[src/design/pssb_pkg.sv]
// Package: shared types, constants and coefficient tables of the SSB demodulator.
`default_nettype none
package pssb_pkg;
	localparam int SAMPLE_W = 24;
	localparam int SB_W     = 26;
	localparam int LP_W     = 27;
	localparam int GAIN_W   = 16;
	localparam int RATIO_W  = 5;
	localparam int CODE_W   = 12;
	localparam int ACC_W    = 56;

	// Filter lengths follow the coefficient tables below.
	localparam int HILBERT_TAPS = 31;
	localparam int LOWPASS_TAPS = 51;
	localparam int HIL_IW       = $clog2(HILBERT_TAPS);
	localparam int LP_IW        = $clog2(LOWPASS_TAPS);
	// Cycles from the last tap until its product sits in the accumulator.
	localparam int MAC_DRAIN    = 2;

	// Register indexes of the configuration port.
	localparam logic [1:0] REG_SIDEBAND = 2'd0;
	localparam logic [1:0] REG_GAIN     = 2'd1;
	localparam logic [1:0] REG_RATIO    = 2'd2;

	// Command from controller to datapath.
	typedef struct packed {
		logic load;      // push new sample pair into the histories
		logic clr_acc;   // clear accumulator
		logic mac_hil;   // accumulate one Hilbert tap
		logic fin_hil;   // form sideband sum and push it
		logic mac_lp;    // accumulate one lowpass tap
		logic fin_lp;    // register lowpass output
		logic scale;     // multiply by gain and clip
		logic [6:0] tap;
	} pssb_cmd_t;

	// Hilbert coefficients, Q1.17.
	function automatic logic signed [17:0] hil_coef(input logic [5:0] k);
		logic signed [17:0] c;
		c = '0;
		unique case (k)
			6'd0: c = 18'sd550;     6'd2: c = 18'sd1217;   6'd4: c = 18'sd2469;
			6'd6: c = 18'sd4509;    6'd8: c = 18'sd7806;   6'd10: c = 18'sd13505;
			6'd12: c = 18'sd25799;  6'd14: c = 18'sd82753;
			6'd16: c = -18'sd82753; 6'd18: c = -18'sd25799; 6'd20: c = -18'sd13505;
			6'd22: c = -18'sd7806;  6'd24: c = -18'sd4509;  6'd26: c = -18'sd2469;
			6'd28: c = -18'sd1217;  6'd30: c = -18'sd550;
			default: c = '0;
		endcase
		return c;
	endfunction

	// Lowpass coefficients, Q1.17, symmetric about tap 25.
	function automatic logic signed [17:0] lp_coef(input logic [6:0] k);
		logic signed [17:0] c;
		logic [6:0] m;
		m = (k > 7'd25) ? 7'd50 - k : k;
		c = '0;
		unique case (m)
			7'd0: c = -18'sd1047;  7'd1: c = -18'sd4233;  7'd2: c = -18'sd335;
			7'd3: c = -18'sd984;   7'd4: c = -18'sd204;   7'd5: c = 18'sd430;
			7'd6: c = 18'sd1153;   7'd7: c = 18'sd1719;   7'd8: c = 18'sd1996;
			7'd9: c = 18'sd1869;   7'd10: c = 18'sd1290;  7'd11: c = 18'sd301;
			7'd12: c = -18'sd956;  7'd13: c = -18'sd2251; 7'd14: c = -18'sd3316;
			7'd15: c = -18'sd3853; 7'd16: c = -18'sd3621; 7'd17: c = -18'sd2455;
			7'd18: c = -18'sd335;  7'd19: c = 18'sd2635;  7'd20: c = 18'sd6197;
			7'd21: c = 18'sd9973;  7'd22: c = 18'sd13548; 7'd23: c = 18'sd16477;
			7'd24: c = 18'sd18399; 7'd25: c = 18'sd19071;
			default: c = '0;
		endcase
		return c;
	endfunction
endpackage
`default_nettype wire

[src/design/pssb_ctrl.sv]
// Controller: sequences the multiply-accumulate passes and the stream handshakes.
`default_nettype none
module pssb_ctrl (
	input  wire logic clk,
	input  wire logic arst_n,
	input  wire logic in_valid,
	output logic in_ready,
	output logic out_valid,
	input  wire logic out_ready,
	input  wire logic [pssb_pkg::RATIO_W-1:0] decimation_ratio,
	output pssb_pkg::pssb_cmd_t cmd
);
	typedef enum logic [2:0] {
		ST_IDLE, ST_HIL, ST_HDRN, ST_HFIN, ST_LP, ST_LDRN, ST_LFIN, ST_SCALE
	} state_t;

	state_t      state_q;
	logic [6:0]  tap_q;
	logic [3:0]  phase_q;
	logic [4:0]  ratio;
	logic [4:0]  next_ph;
	logic        emit;

	assign in_ready = (state_q == ST_IDLE);

	always_comb begin
		if (decimation_ratio == '0) ratio = 5'd1;
		else if (decimation_ratio > 5'd16) ratio = 5'd16;
		else ratio = decimation_ratio;
		next_ph = 5'(phase_q) + 5'd1;
		emit    = next_ph >= ratio;
	end

	// Commands follow the state and tap counter.
	always_comb begin
		cmd         = '0;
		cmd.tap     = tap_q;
		cmd.load    = in_valid && in_ready;
		cmd.clr_acc = cmd.load || (state_q == ST_HFIN);
		cmd.mac_hil = (state_q == ST_HIL);
		cmd.fin_hil = (state_q == ST_HFIN);
		cmd.mac_lp  = (state_q == ST_LP);
		cmd.fin_lp  = (state_q == ST_LFIN);
		cmd.scale   = (state_q == ST_SCALE) && !out_valid;
	end

	// State, tap counter, decimation phase and result valid.
	always_ff @(posedge clk or negedge arst_n) begin
		if (!arst_n) begin
			state_q   <= ST_IDLE;
			tap_q     <= '0;
			phase_q   <= '0;
			out_valid <= 1'b0;
		end else begin
			if (out_valid && out_ready) out_valid <= 1'b0;
			unique case (state_q)
				ST_IDLE: if (in_valid && in_ready) begin
					state_q <= ST_HIL;
					tap_q   <= '0;
				end
				ST_HIL: begin
					if (tap_q == 7'(pssb_pkg::HILBERT_TAPS - 1)) begin
						state_q <= ST_HDRN;
						tap_q   <= '0;
					end else tap_q <= tap_q + 7'd1;
				end
				// Wait for the last Hilbert product to reach the accumulator.
				ST_HDRN: begin
					if (tap_q == 7'(pssb_pkg::MAC_DRAIN - 1)) state_q <= ST_HFIN;
					else tap_q <= tap_q + 7'd1;
				end
				ST_HFIN: begin
					state_q <= ST_LP;
					tap_q   <= '0;
				end
				ST_LP: begin
					if (tap_q == 7'(pssb_pkg::LOWPASS_TAPS - 1)) begin
						state_q <= ST_LDRN;
						tap_q   <= '0;
					end else tap_q <= tap_q + 7'd1;
				end
				// Wait for the last lowpass product to reach the accumulator.
				ST_LDRN: begin
					if (tap_q == 7'(pssb_pkg::MAC_DRAIN - 1)) state_q <= ST_LFIN;
					else tap_q <= tap_q + 7'd1;
				end
				ST_LFIN: begin
					if (emit) begin
						phase_q <= '0;
						state_q <= ST_SCALE;
					end else begin
						phase_q <= next_ph[3:0];
						state_q <= ST_IDLE;
					end
				end
				// The output register is overwritten only once the previous code has left.
				ST_SCALE: begin
					if (!out_valid) begin
						out_valid <= 1'b1;
						state_q   <= ST_IDLE;
					end
				end
				default: state_q <= ST_IDLE;
			endcase
		end
	end
endmodule
`default_nettype wire

[config.mk]
export PLATFORM = sky130hd
export DESIGN_NAME = pssb_ctrl
export DESIGN_NICKNAME = d
export VERILOG_FILES = /design/src/design/pssb_pkg.sv /design/src/design/pssb_ctrl.sv
export SDC_FILE = /design/constraint.sdc
export NUM_CORES = 1
export LEC_CHECK = 0
export ABC_CLOCK_PERIOD_IN_PS = 1870
export BUFFER_PORTS_ARGS = -buffer_cell sky130_fd_sc_hd__buf_2
export CELL_PAD_IN_SITES_DETAIL_PLACEMENT = 0
export CELL_PAD_IN_SITES_GLOBAL_PLACEMENT = 2
export CORE_AREA = 5 5 69 71
export CTS_BUF_LIST = sky130_fd_sc_hd__clkbuf_8
export DETAILED_ROUTE_END_ITERATION = 8
export DIE_AREA = 0 0 74 76
export PLACE_DENSITY = 0.74
export SLEW_MARGIN = 20
export SYNTH_ARGS = -nofsm -noshare
export SYNTH_HDL_FRONTEND = slang
export SYNTH_SLANG_ARGS = --single-unit
[constraint.sdc]
create_clock -name clk -period 1.87 [get_ports clk]
set_input_delay 0.187 -clock clk [delete_from_list [all_inputs] [get_ports clk]]
set_output_delay 0.187 -clock clk [all_outputs]
set_load 0.02 [all_outputs]
==> summary.md, run 1 <==
| Metric | Value |
|---|---|
| Status | `finished, violations left` |
| Failing checks | `negative setup slack` |
| Placed cell area | `1440 sq um` |
| Syn Area/Cell | `8.59 sq um` |
| GPL Wtd Cong | `0.742` |
| Final core utilization | `39.5%` |
| Max Clock Freq | `527 MHz` |
| Core Box Area | `4170 sq um` |
| First-pass GRT wire length | `5090 um` |
| PD cells | `1670 nW/um^2` |
| Max-slew violation count | `0` |
| DR DRC count | `0` |
| Area grow syn2layout | `41.0%` |
| CP Data Required Time | `2.00 ns` |
| Routed len/inst | `12.7 um` |
| Multi-input logic area | `867 sq um` |
| Largest stage delay on the critical path | `0.45 ns` |
| Max Cap Viol | `0` |
| Post-synth top area share | `32.1%` |
| Vias | `1124` |
| Cell count after synthesis | `136` |
| Cell family with most CP delay | `compound AO/OA/AOI/OAI gates` |
| Worst Skew | `0.00448 ns` |
| CP max-delay cell | `dfrtp_2` |
| Cts bufs inserted | `3` |
| Slew HR | `71.7%` |
| Comb pwr share | `67.1%` |
| Clock power share | `9.7%` |
| Die Span X | `74 um` |
| Ys Warns | `0` |
| Top FF cell, synth | `dfrtp_1` |
| Via-to-Cell Ratio | `4.87` |
| Top-level I/O count | `25` |
| Max clock buf depth | `2` |
| Share of cells above drive strength 1 | `41.9%` |
| Sw Share | `46.5%` |
| Hold Path Class | `in -> reg` |
| Setup Viol. Count Final | `2` |
| Gr ovfl total | `0` |
| Buffer and inverter count on the worst path | `0` |
| CTS tree | `built` |
| Post-route cell area | `1650 sq um` |
| Place WS | `-0.126 ns` |
| DP Wirelength | `2230 um` |
| 1st-iter DRT viols | `58` |
| Fill count | `447` |
| Hold Fails Final Rpt | `0` |
| Synth area leaders | `dfrtp_1 32%, ha_1 9.6%, nand2_1 6.1%, nor2_1 4.2%, nand2b_1 3.7%` |
| Worst-path maximum fanout | `4` |
| Worst-path clk slew | `0.07 ns` |
| Vias in the first global route | `1141` |
| Met3 Use GR | `1.45%` |
| Minimum setup slack among reg-to-reg paths | `-0.03 ns` |
| Worst vdd ir | `504 uV` |
| Worst-Skew Late Latency | `0.25 ns` |
| Slew @ Worst Pin | `0.421 ns` |
| DIE AREA | `5620 sq um` |
| Flop pwr share | `23.1%` |
| Placed insts | `224` |
| Synth Cell Area | `1170 sq um` |
| Sequential fraction of the synthesis area | `32.1%` |
| PortBufs | `24` |
| Final nets | `198` |
| Drt first pass iters | `4` |
| Num rows | `24` |
| Number of flops mapped to enable cells by yosys | `0` |
| Clock Tree Root | `clkbuf_8` |
| Die Span Y | `76 um` |
| Largest net degree at the start of global routing | `16` |
| Critical path, cell by cell | `ha_4, nor2b_2, nand2b_4, ha_4, nand2_1, o21ai_2, a21o_1, a221o_1` |
| Leakage | `0.790 nW` |
| Most frequent cell after synthesis | `nand2_1` |
| Total power | `2.74 mW` |
| Reg area | `379 sq um` |
| Final min period | `1.90 ns` |
| Int Pwr | `1.47 mW` |
| Gr busiest metal | `met2` |
| Most Frequent Cell on Critical Path | `ha_4` |
| Crit share post-route | `102%` |
| Setup ws final | `-0.0283 ns` |
| Starting Density | `28.0%` |
| CTS H-tree lvls | `1` |
| Ys async rst share | `100%` |
| Initial antenna violation count | `0` |
| Psw | `1.28 mW` |
| Unrepaired setup endpoints after global routing | `true` |
| Flops & latches, synth | `15` |
| Setup CP Type | `reg -> reg` |
| Top post-synthesis cells by count | `19 x nand2_1, 15 x dfrtp_1, 13 x nor2_1, 9 x ha_1` |
| GRT Util Overall | `11.3%` |
| CTS Sinks | `15` |
| Yosys top cell by area | `dfrtp_1` |
| Ant diodes | `0` |
| Post-synth cell types | `45` |
| Met1 GRT Util | `14.1%` |
| Grt met2 use | `18.9%` |
| Routed WL | `2940 um` |
| DRT antenna net count | `0` |
| Worst Setup End Kind | `flip-flop` |
| Setup crit start kind | `flip-flop` |
| Net Count, Synth | `154` |
| Layout Cells excl Fill | `231` |
| Critical path data arrival time | `2.03 ns` |
-- area by class of cell --
type                       instances  area share [%]
sequential                        15            23.0
multi-input combinational        110            52.6
tap                               52            3.95
inverter                           7            1.59
timing repair buffer              43            16.1
clock buffer                       3            2.51
clock inverter                     1           0.228
-- worst paths after layout --
path,from,end,cells past startpoint
max,phase_q[0]$_DFFE_PN0P_,state_q[2]$_DFFE_PN0P_,8
min,out_ready,out_valid$_DFF_PN0_,2
max reg2reg,phase_q[0]$_DFFE_PN0P_,state_q[2]$_DFFE_PN0P_,8
min reg2reg,out_valid$_DFF_PN0_,out_valid$_DFF_PN0_,1
max in group asynchronous,arst_n,state_q[1]$_DFFE_PN0P_,2
min in group asynchronous,arst_n,tap_q[0]$_DFFE_PN0P_,2
-- metrics by stage --
step                      hold slack (ns)  TNS (ns)
final                               0.110   -0.0298
after detailed placement            0.122    -0.547
after floorplan                    -0.109   -0.0254
after CTS                           0.109   -0.0651
after global routing                0.124    -0.636
after global placement              0.127    -0.599
-- worst register-to-register path: stages, from the launching register on --
cell      delay (ns)
dfrtp_2         0.45
ha_4            0.19
nor2b_2         0.13
nand2b_4        0.15
ha_4            0.19
nand2_1         0.08
o21ai_2         0.09
a21o_1          0.20
a221o_1         0.31
-- repair_timing --
action / 4_1_cts / 5_1_grt
endpoints found under the hold margin: 15 / 0
hold buffers: 1 / 0
endpoints found under the setup margin: 8 / 16
resized for setup: 13 / 13
pin swaps: 6 / 4
buffers inserted: 1 / 1
-- routing by layer --
layer / share of wire, % / vias up
met1: 44 / 536
met4: 0.92 / 0
met3: 4.0 / 2
li1: - / 567
met5: 0 / -
met2: 51 / 19
-- logic make-up (layout without fill, tap and decap cells) --
kind of cell               count (synthesis)  count (layout)  share of synthesized area (%)
AOI/OAI and AO/OA                         28              28                           18.7
xor gates and xnor gates                   6               6                           4.50
adders and majority gates                  9               9                           9.64
buffers and inverters                     11              54                           5.46
DFF                                       15              15                           32.1
muxes                                      1               1                          0.857
and+or+nand+nor                           66              66                           28.7
-- registers in the layout, summed over array words and instances, names as in the netlist --
name	cells
tap_q	7
phase_q	4
state_q	3
out_valid	1
-- power by group through the flow --
stage               sequential [mW]  combinational, mW  clock (mW)
floorplan                     0.606               1.08           0
detailed placement            0.603               1.58           0
finish                        0.635               1.84       0.267
global route                  0.659               2.04       0.289
global placement              0.604               1.58           0
CTS                           0.608               1.72       0.269
-- cell usage in the layout, fill, tap and decap left out, drive strengths merged, types with 2 or more instances in the layout --
cell type and n:
a211oi 3, a21oi 4, a221o 2, a31oi 2, and2 4, and3 4, buf 42, clkbuf 3
dfrtp 15, ha 9, inv 8, nand2 19, nand2b 7, nand3 7, nor2 13, nor3 2
nor3b 2, o21ai 6, or2 2, xnor2 3, xor2 3
Power figures use the tool's default switching activity.
==> run 2: changes to the inputs <==
--- a/config.mk
+++ b/config.mk
@@ -5,7 +5,7 @@
 export SDC_FILE = /design/constraint.sdc
 export NUM_CORES = 1
 export LEC_CHECK = 0
-export ABC_CLOCK_PERIOD_IN_PS = 1870
+export ABC_CLOCK_PERIOD_IN_PS = 1500
 export BUFFER_PORTS_ARGS = -buffer_cell sky130_fd_sc_hd__buf_2
 export CELL_PAD_IN_SITES_DETAIL_PLACEMENT = 0
 export CELL_PAD_IN_SITES_GLOBAL_PLACEMENT = 2
@@ -14,6 +14,7 @@
 export DETAILED_ROUTE_END_ITERATION = 8
 export DIE_AREA = 0 0 74 76
 export PLACE_DENSITY = 0.74
+export RECOVER_POWER = 100
 export SLEW_MARGIN = 20
 export SYNTH_ARGS = -nofsm -noshare
 export SYNTH_HDL_FRONTEND = slang
==> constraint.sdc (replaced) <==
create_clock -name clk -period 1.5 [get_ports clk]
set_input_delay 0.15 -clock clk [delete_from_list [all_inputs] [get_ports clk]]
set_output_delay 0.15 -clock clk [all_outputs]
set_load 0.02 [all_outputs]
==> run 2 against run 1 <==
Against the previous run:
- the flow still finishes with violations (negative setup slack)
- clock-buffer cell count unchanged
- worst setup slack worse by 0.30 ns
- sequential share of layout area is 4.8 points lower
- routed wire length rose by 19%
- die area unchanged
- cell count up 13%
- first-iteration DRC count grew 10%
- register-to-register slack lost 0.30 ns
- worst hold slack lost 0.028 ns
==> summary.md, run 2 (synthesis gave the netlist of run 1 again) <==
| Metric | Value |
|---|---|
| Critical path data arrival time | `1.96 ns (was 2.03 ns)` |
| Leakage | `0.943 nW (was 0.790 nW)` |
| Biggest regs | `tap_q x7, phase_q x4, state_q x3 (unchanged)` |
| Max Clock Freq | `547 MHz (was 527 MHz)` |
| First-pass GRT wire length | `5210 um (was 5090 um)` |
| DR DRC count | `0 (unchanged)` |
| Largest net degree at the start of global routing | `16 (unchanged)` |
| CTS Sinks | `15 (unchanged)` |
| Final nets | `229 (was 198)` |
| Minimum setup slack among reg-to-reg paths | `-0.33 ns (was -0.03 ns)` |
| Worst-path maximum fanout | `5 (was 4)` |
| Buffer and inverter count on the worst path | `0 (unchanged)` |
| Place WS | `-0.424 ns (was -0.126 ns)` |
| Starting Density | `28.0% (unchanged)` |
| Hold-critical path depth | `2 (unchanged)` |
| Vias in the first global route | `1175 (was 1141)` |
| Largest register FFs | `7 (unchanged)` |
| CP max-delay cell | `dfrtp_2 (unchanged)` |
| Fill count | `387 (was 447)` |
| Routed len/inst | `13.3 um (was 12.7 um)` |
| GRT Util Overall | `11.7% (was 11.3%)` |
| Max clock buf depth | `2 (unchanged)` |
| Share of cells above drive strength 1 | `58.6% (was 41.9%)` |
| Core Box Area | `4170 sq um (unchanged)` |
| Largest stage delay on the critical path | `0.45 ns (about the same)` |
| Via-to-Cell Ratio | `4.79 (was 4.87)` |
| Cts bufs inserted | `3 (unchanged)` |
| Commonest cells after routing, fill and taps aside | `40 x buf_4, 15 x nand2_1, 14 x buf_2 (was 24 x buf_2, 19 x nand2_1, 18 x buf_4)` |
| Worst-Skew Late Latency | `0.25 ns (about the same)` |
| DP Wirelength | `2470 um (was 2230 um)` |
| PD cells | `2120 nW/um^2 (was 1670 nW/um^2)` |
| Ant diodes | `0 (unchanged)` |
| DRT antenna net count | `0 (unchanged)` |
| Biggest register | `tap_q (unchanged)` |
| Setup Viol. Count Final | `18 (was 2)` |
| Failing checks | `negative setup slack (unchanged)` |
| Hold Path Class | `in -> reg (unchanged)` |
| Worst reg2reg path depth | `8 (unchanged)` |
| Vias | `1255 (was 1124)` |
| CTS H-tree lvls | `1 (unchanged)` |
| Unrepaired setup endpoints after global routing | `true (unchanged)` |
| Area grow syn2layout | `80.3% (was 41.0%)` |
| Status | `finished, violations left (unchanged)` |
| Crit path depth | `8 (unchanged)` |
| R2r endpoint | `state_q[2]$_DFFE_PN0P_ (unchanged)` |
| Total power | `4.47 mW (was 2.74 mW)` |
| Cell family with most CP delay | `compound AO/OA/AOI/OAI gates (unchanged)` |
| Layout Cells excl Fill | `262 (was 231)` |
| DIE AREA | `5620 sq um (unchanged)` |
| Gr ovfl total | `0 (unchanged)` |
| CTS tree | `built (unchanged)` |
| Hold_ws | `0.0821 ns (was 0.110 ns)` |
| Most Frequent Cell on Critical Path | `ha_4 (unchanged)` |
| Max-slew violation count | `0 (unchanged)` |
| Slew @ Worst Pin | `0.912 ns (was 0.421 ns)` |
| Die Span Y | `76 um (unchanged)` |
| Hold Path End | `out_valid$_DFF_PN0_ (unchanged)` |
| Num rows | `24 (unchanged)` |
| 1st-iter DRT viols | `64 (was 58)` |
| Routed WL | `3490 um (was 2940 um)` |
| Worst-path clk slew | `0.07 ns (about the same)` |
| Critical path, cell by cell | `ha_4, nor2b_4, nand2b_4, ha_4, nand2_4, o21ai_4, a21o_1, a221o_1 (was ha_4, nor2b_2, nand2b_4, ha_4, nand2_1, o21ai_2, a21o_1, a221o_1)` |
| Clock Tree Root | `clkbuf_8 (unchanged)` |
| PortBufs | `24 (unchanged)` |
| Top-level I/O count | `25 (unchanged)` |
| Placed insts | `245 (was 224)` |
| Die Span X | `74 um (unchanged)` |
| CP Data Required Time | `1.63 ns (was 2.00 ns)` |
| GPL Wtd Cong | `0.779 (was 0.742)` |
| Post-Route Setup TNS | `-3.45 ns (was -0.0298 ns)` |
| Setup ws final | `-0.329 ns (was -0.0283 ns)` |
| Setup CP Type | `reg -> reg (unchanged)` |
| Reg2Reg Launch Point | `phase_q[0]$_DFFE_PN0P_ (unchanged)` |
| Max Cap Viol | `0 (unchanged)` |
| Worst Skew | `0.00249 ns (was 0.00448 ns)` |
| Drt first pass iters | `4 (unchanged)` |
| CP startpoint | `phase_q[0]$_DFFE_PN0P_ (unchanged)` |
| Final min period | `1.83 ns (was 1.90 ns)` |
| HP Start | `out_ready (unchanged)` |
| Setup crit start kind | `flip-flop (unchanged)` |
| Crit share post-route | `122% (was 102%)` |
| Worst vdd ir | `991 uV (was 504 uV)` |
| Initial antenna violation count | `0 (unchanged)` |
| Hold Fails Final Rpt | `0 (unchanged)` |
| Commonest non-fill, non-tap cell in the layout | `buf_4 (was buf_2)` |
| Slew HR | `39.2% (was 71.7%)` |
| Worst Setup End Kind | `flip-flop (unchanged)` |
## run 2: cell types whose count changed in the layout (fill, tap and decap cells not counted), sizes merged
cell    delta
buf       +22
clkbuf     +9
## run 2: power by group
part / internal, mW / switching [mW]
clock network: 0.181 / 0.153
registers: 0.558 / 0.146
logic: 1.77 / 1.65
## run 2: worst max path at each step
| stage | end | slack, ns |
|---|---|---|
| after detailed placement | phase_q[2]$_DFFE_PN0P_ | -0.42 |
| after floorplan | state_q[2]$_DFFE_PN0P_ | -0.30 |
| final | state_q[2]$_DFFE_PN0P_ | -0.33 |
| after global routing | state_q[2]$_DFFE_PN0P_ | -0.42 |
| after global placement | phase_q[2]$_DFFE_PN0P_ | -0.36 |
| after CTS | phase_q[2]$_DFFE_PN0P_ | -0.38 |
## run 2: area by class of cell
type	instances	area, sq um	share of cell area [%]
sequential	15	383	18.2
tap	52	65.1	3.09
inverter	7	28.8	1.37
clock inverter	1	3.75	0.178
multi-input combinational	110	1060	50.2
clock buffer	3	41.3	1.96
timing repair buffer	74	527	25.0
## run 2: timing repair
action / CTS / global route
pin swaps: 1 / 22
resized for setup: 9 / 60
endpoints found under the hold margin: 15 / 0
setup buffers: 0 / 13
hold buffers: 1 / 0
setup endpoints to repair: 21 / 22
## run 2: routing by layer
layer	share of wire (%)	GRT usage [%]	vias up
met4	1.2	4.89	0
met1	42	13.9	599
li1	-	-	629
met3	4.1	1.32	4
met5	0	0	-
met2	52	20.7	23
## run 2: metrics by stage
stage          utilization [%]  area [sq um]
4_1_cts                   41.7          1740
3_5_place_dp              39.6          1650
2_1_floorplan                -          1230
5_1_grt                   50.5          2110
3_3_place_gp              39.6          1650
6_report                  50.5          2110
==> run 3: changes to the inputs <==
--- a/config.mk
+++ b/config.mk
@@ -13,8 +13,10 @@
 export CTS_BUF_LIST = sky130_fd_sc_hd__clkbuf_8
 export DETAILED_ROUTE_END_ITERATION = 8
 export DIE_AREA = 0 0 74 76
+export GPL_ROUTABILITY_DRIVEN = 0
 export PLACE_DENSITY = 0.74
 export RECOVER_POWER = 100
+export SETUP_SLACK_MARGIN = 0.3
 export SLEW_MARGIN = 20
 export SYNTH_ARGS = -nofsm -noshare
 export SYNTH_HDL_FRONTEND = slang
==> run 3 against run 2 <==
Against the previous run:
- the flow still finishes with violations (negative setup slack)
- first-iteration DRC count is 16% higher
- die area stayed put
- critical path depth stayed put
- register-to-register slack worse by 0.04 ns
- global-route usage hardly changed
- routed wire length is 8.7% lower
- critical endpoint is now phase_q[2]$_DFFE_PN0P_
==> summary.md, run 3 (synthesis gave the netlist of run 1 again) <==
| Metric | Value |
|---|---|
| Unrepaired setup endpoints after global routing | `true (unchanged)` |
| Worst-path clk slew | `0.07 ns (about the same)` |
| Gr ovfl total | `0 (unchanged)` |
| Worst vdd ir | `620 uV (was 991 uV)` |
| CTS Sinks | `15 (unchanged)` |
| Worst Setup End Kind | `flip-flop (unchanged)` |
| PD cells | `2060 nW/um^2 (was 2120 nW/um^2)` |
| Commonest cells after routing, fill and taps aside | `35 x buf_4, 18 x nand2_1, 13 x dfrtp_1 (was 40 x buf_4, 15 x nand2_1, 14 x buf_2)` |
| Hold Path Class | `in -> reg (unchanged)` |
| DR DRC count | `0 (unchanged)` |
| Share of cells above drive strength 1 | `45.7% (was 58.6%)` |
| Die Span X | `74 um (unchanged)` |
| Max Cap Viol | `0 (unchanged)` |
| Setup ws final | `-0.373 ns (was -0.329 ns)` |
| Biggest regs | `tap_q x7, phase_q x4, state_q x3 (unchanged)` |
| CTS H-tree lvls | `1 (unchanged)` |
| First-pass GRT wire length | `5250 um (was 5210 um)` |
| Largest net degree at the start of global routing | `16 (unchanged)` |
| Worst-path maximum fanout | `5 (unchanged)` |
| Starting Density | `28.0% (unchanged)` |
| Setup Viol. Count Final | `18 (unchanged)` |
| Flop pwr share | `18.8% (was 15.8%)` |
| Max clock buf depth | `2 (unchanged)` |
| Max Clock Freq | `534 MHz (was 547 MHz)` |
| Commonest non-fill, non-tap cell in the layout | `buf_4 (unchanged)` |
| Post-route cell area | `1810 sq um (was 2110 sq um)` |
| Clock power share | `9.2% (was 7.5%)` |
| Num rows | `24 (unchanged)` |
| Drt first pass iters | `4 (unchanged)` |
| Area grow syn2layout | `55.1% (was 80.3%)` |
| Largest register FFs | `7 (unchanged)` |
| CP Data Required Time | `1.69 ns (was 1.63 ns)` |
| Vias in the first global route | `1216 (was 1175)` |
| Setup CP Type | `reg -> reg (unchanged)` |
| Wire length on met3 | `148 um (was 142 um)` |
| 1st-iter DRT viols | `74 (was 64)` |
| Final min period | `1.87 ns (was 1.83 ns)` |
| Worst-Skew Late Latency | `0.25 ns (about the same)` |
| Int Pwr | `2.03 mW (was 2.51 mW)` |
| Uppermost routed layer | `met4 (unchanged)` |
| Routed len/inst | `12.8 um (was 13.3 um)` |
| DIE AREA | `5620 sq um (unchanged)` |
| Multi-input logic area | `892 sq um (was 1060 sq um)` |
| Slew @ Worst Pin | `0.902 ns (was 0.912 ns)` |
| Clock Tree Root | `clkbuf_8 (unchanged)` |
| Psw | `1.71 mW (was 1.95 mW)` |
| Die Span Y | `76 um (unchanged)` |
| Setup crit start kind | `flip-flop (unchanged)` |
| Hold Fails Final Rpt | `0 (unchanged)` |
| DP Wirelength | `2490 um (was 2470 um)` |
| Routed WL | `3190 um (was 3490 um)` |
| Final nets | `216 (was 229)` |
| PortBufs | `24 (unchanged)` |
| Final core utilization | `43.4% (was 50.5%)` |
| Vias | `1201 (was 1255)` |
| Leakage | `0.833 nW (was 0.943 nW)` |
| Core Box Area | `4170 sq um (unchanged)` |
| Crit share post-route | `125% (was 122%)` |
| Sw Share | `45.7% (was 43.7%)` |
| Fill count | `421 (was 387)` |
| DRT antenna net count | `0 (unchanged)` |
| Total power | `3.74 mW (was 4.47 mW)` |
| Status | `finished, violations left (unchanged)` |
| Failing checks | `negative setup slack (unchanged)` |
| Met2 WL post-DR | `1670 um (was 1830 um)` |
| Ant diodes | `0 (unchanged)` |
| Critical path data arrival time | `2.06 ns (was 1.96 ns)` |
| Comb pwr share | `72.0% (was 76.8%)` |
| Worst Skew | `0.00104 ns (was 0.00249 ns)` |
| Initial antenna violation count | `0 (unchanged)` |
| Reg area | `378 sq um (was 383 sq um)` |
| Cts bufs inserted | `3 (unchanged)` |
| Top-level I/O count | `25 (unchanged)` |
| Via-to-Cell Ratio | `4.82 (was 4.79)` |
| GRT Util Overall | `11.7% (about the same)` |
| CTS tree | `built (unchanged)` |
| Slew HR | `39.8% (was 39.2%)` |
| Met1 wire length | `1350 um (was 1480 um)` |
| Placed cell area | `1630 sq um (was 1650 sq um)` |
| Biggest register | `tap_q (unchanged)` |
| Max-slew violation count | `0 (unchanged)` |
[run 3: changes by cell type in the layout (fill, tap and decap cells not counted), sizes merged]
cell | previous run | this run
buf | 64 | 50
clkbuf | 12 | 13
clkinv | 0 | 1
inv | 8 | 7
[run 3: layout make-up]
class                   instances  area share (%)
clock inverters                 1           0.276
clock buffers                   3            2.28
well taps                      52            3.59
flip-flops and latches         15            20.8
inverters                       7            1.45
repair buffers                 61            22.4
multi-input cells             110            49.2
[run 3: worst max-delay path: stages, from the launching register on]
cell,delay [ns]
dfrtp_1,0.43
ha_4,0.19
nand2b_1,0.09
nand2b_1,0.08
ha_1,0.29
nand2_1,0.08
o21ai_2,0.09
a2111oi_1,0.39
a221o_1,0.16
[run 3: what timing repair did]
item | CTS | global route
buffers inserted | 0 | 3
hold buffers | 1 | 0
gates cloned | 0 | 0
endpoints found under the hold margin | 15 | 0
endpoints found under the setup margin | 22 | 23
resized for setup | 8 | 21
pin swaps | 3 | 6
[run 3: metal layers]
layer,vias to the layer above,global-route usage (%)
met5,-,0
met4,0,4.89
met3,2,1.72
met2,23,20.4
met1,570,13.9
li1,606,-
[run 3: worst paths after layout]
path                            cells past startpoint  slack (ns)                    from                     end
worst min register to register                      2        0.56  phase_q[3]$_DFFE_PN0P_  phase_q[3]$_DFFE_PN0P_
max in group asynchronous                           2        0.34                  arst_n    tap_q[0]$_DFFE_PN0P_
worst max register to register                      8       -0.37  phase_q[1]$_DFFE_PN0P_  phase_q[2]$_DFFE_PN0P_
worst max-delay path                                8       -0.37  phase_q[1]$_DFFE_PN0P_  phase_q[2]$_DFFE_PN0P_
worst min-delay path                                2        0.07               out_ready     out_valid$_DFF_PN0_
min in group asynchronous                           2        0.55                  arst_n     out_valid$_DFF_PN0_
[run 3: stage by stage]
step	worst slack, ns	hold WS [ns]	setup TNS, ns	instances
floorplan	-0.301	-0.146	-2.79	136
global placement	-0.346	0.0896	-3.69	241
detailed placement	-0.410	0.0930	-4.11	241
CTS	-0.398	0.0654	-4.50	246
global route	-0.496	0.0703	-5.84	249
finish	-0.373	0.0715	-3.69	249
[run 3: power by group through the flow]
stage | Sequential (mW) | Combinational, mW | Clock, mW
global placement | 0.706 | 2.33 | 0
detailed placement | 0.712 | 2.41 | 0
floorplan | 0.770 | 1.49 | 0
finish | 0.702 | 2.69 | 0.345
global route | 0.721 | 2.97 | 0.373
CTS | 0.714 | 2.47 | 0.355
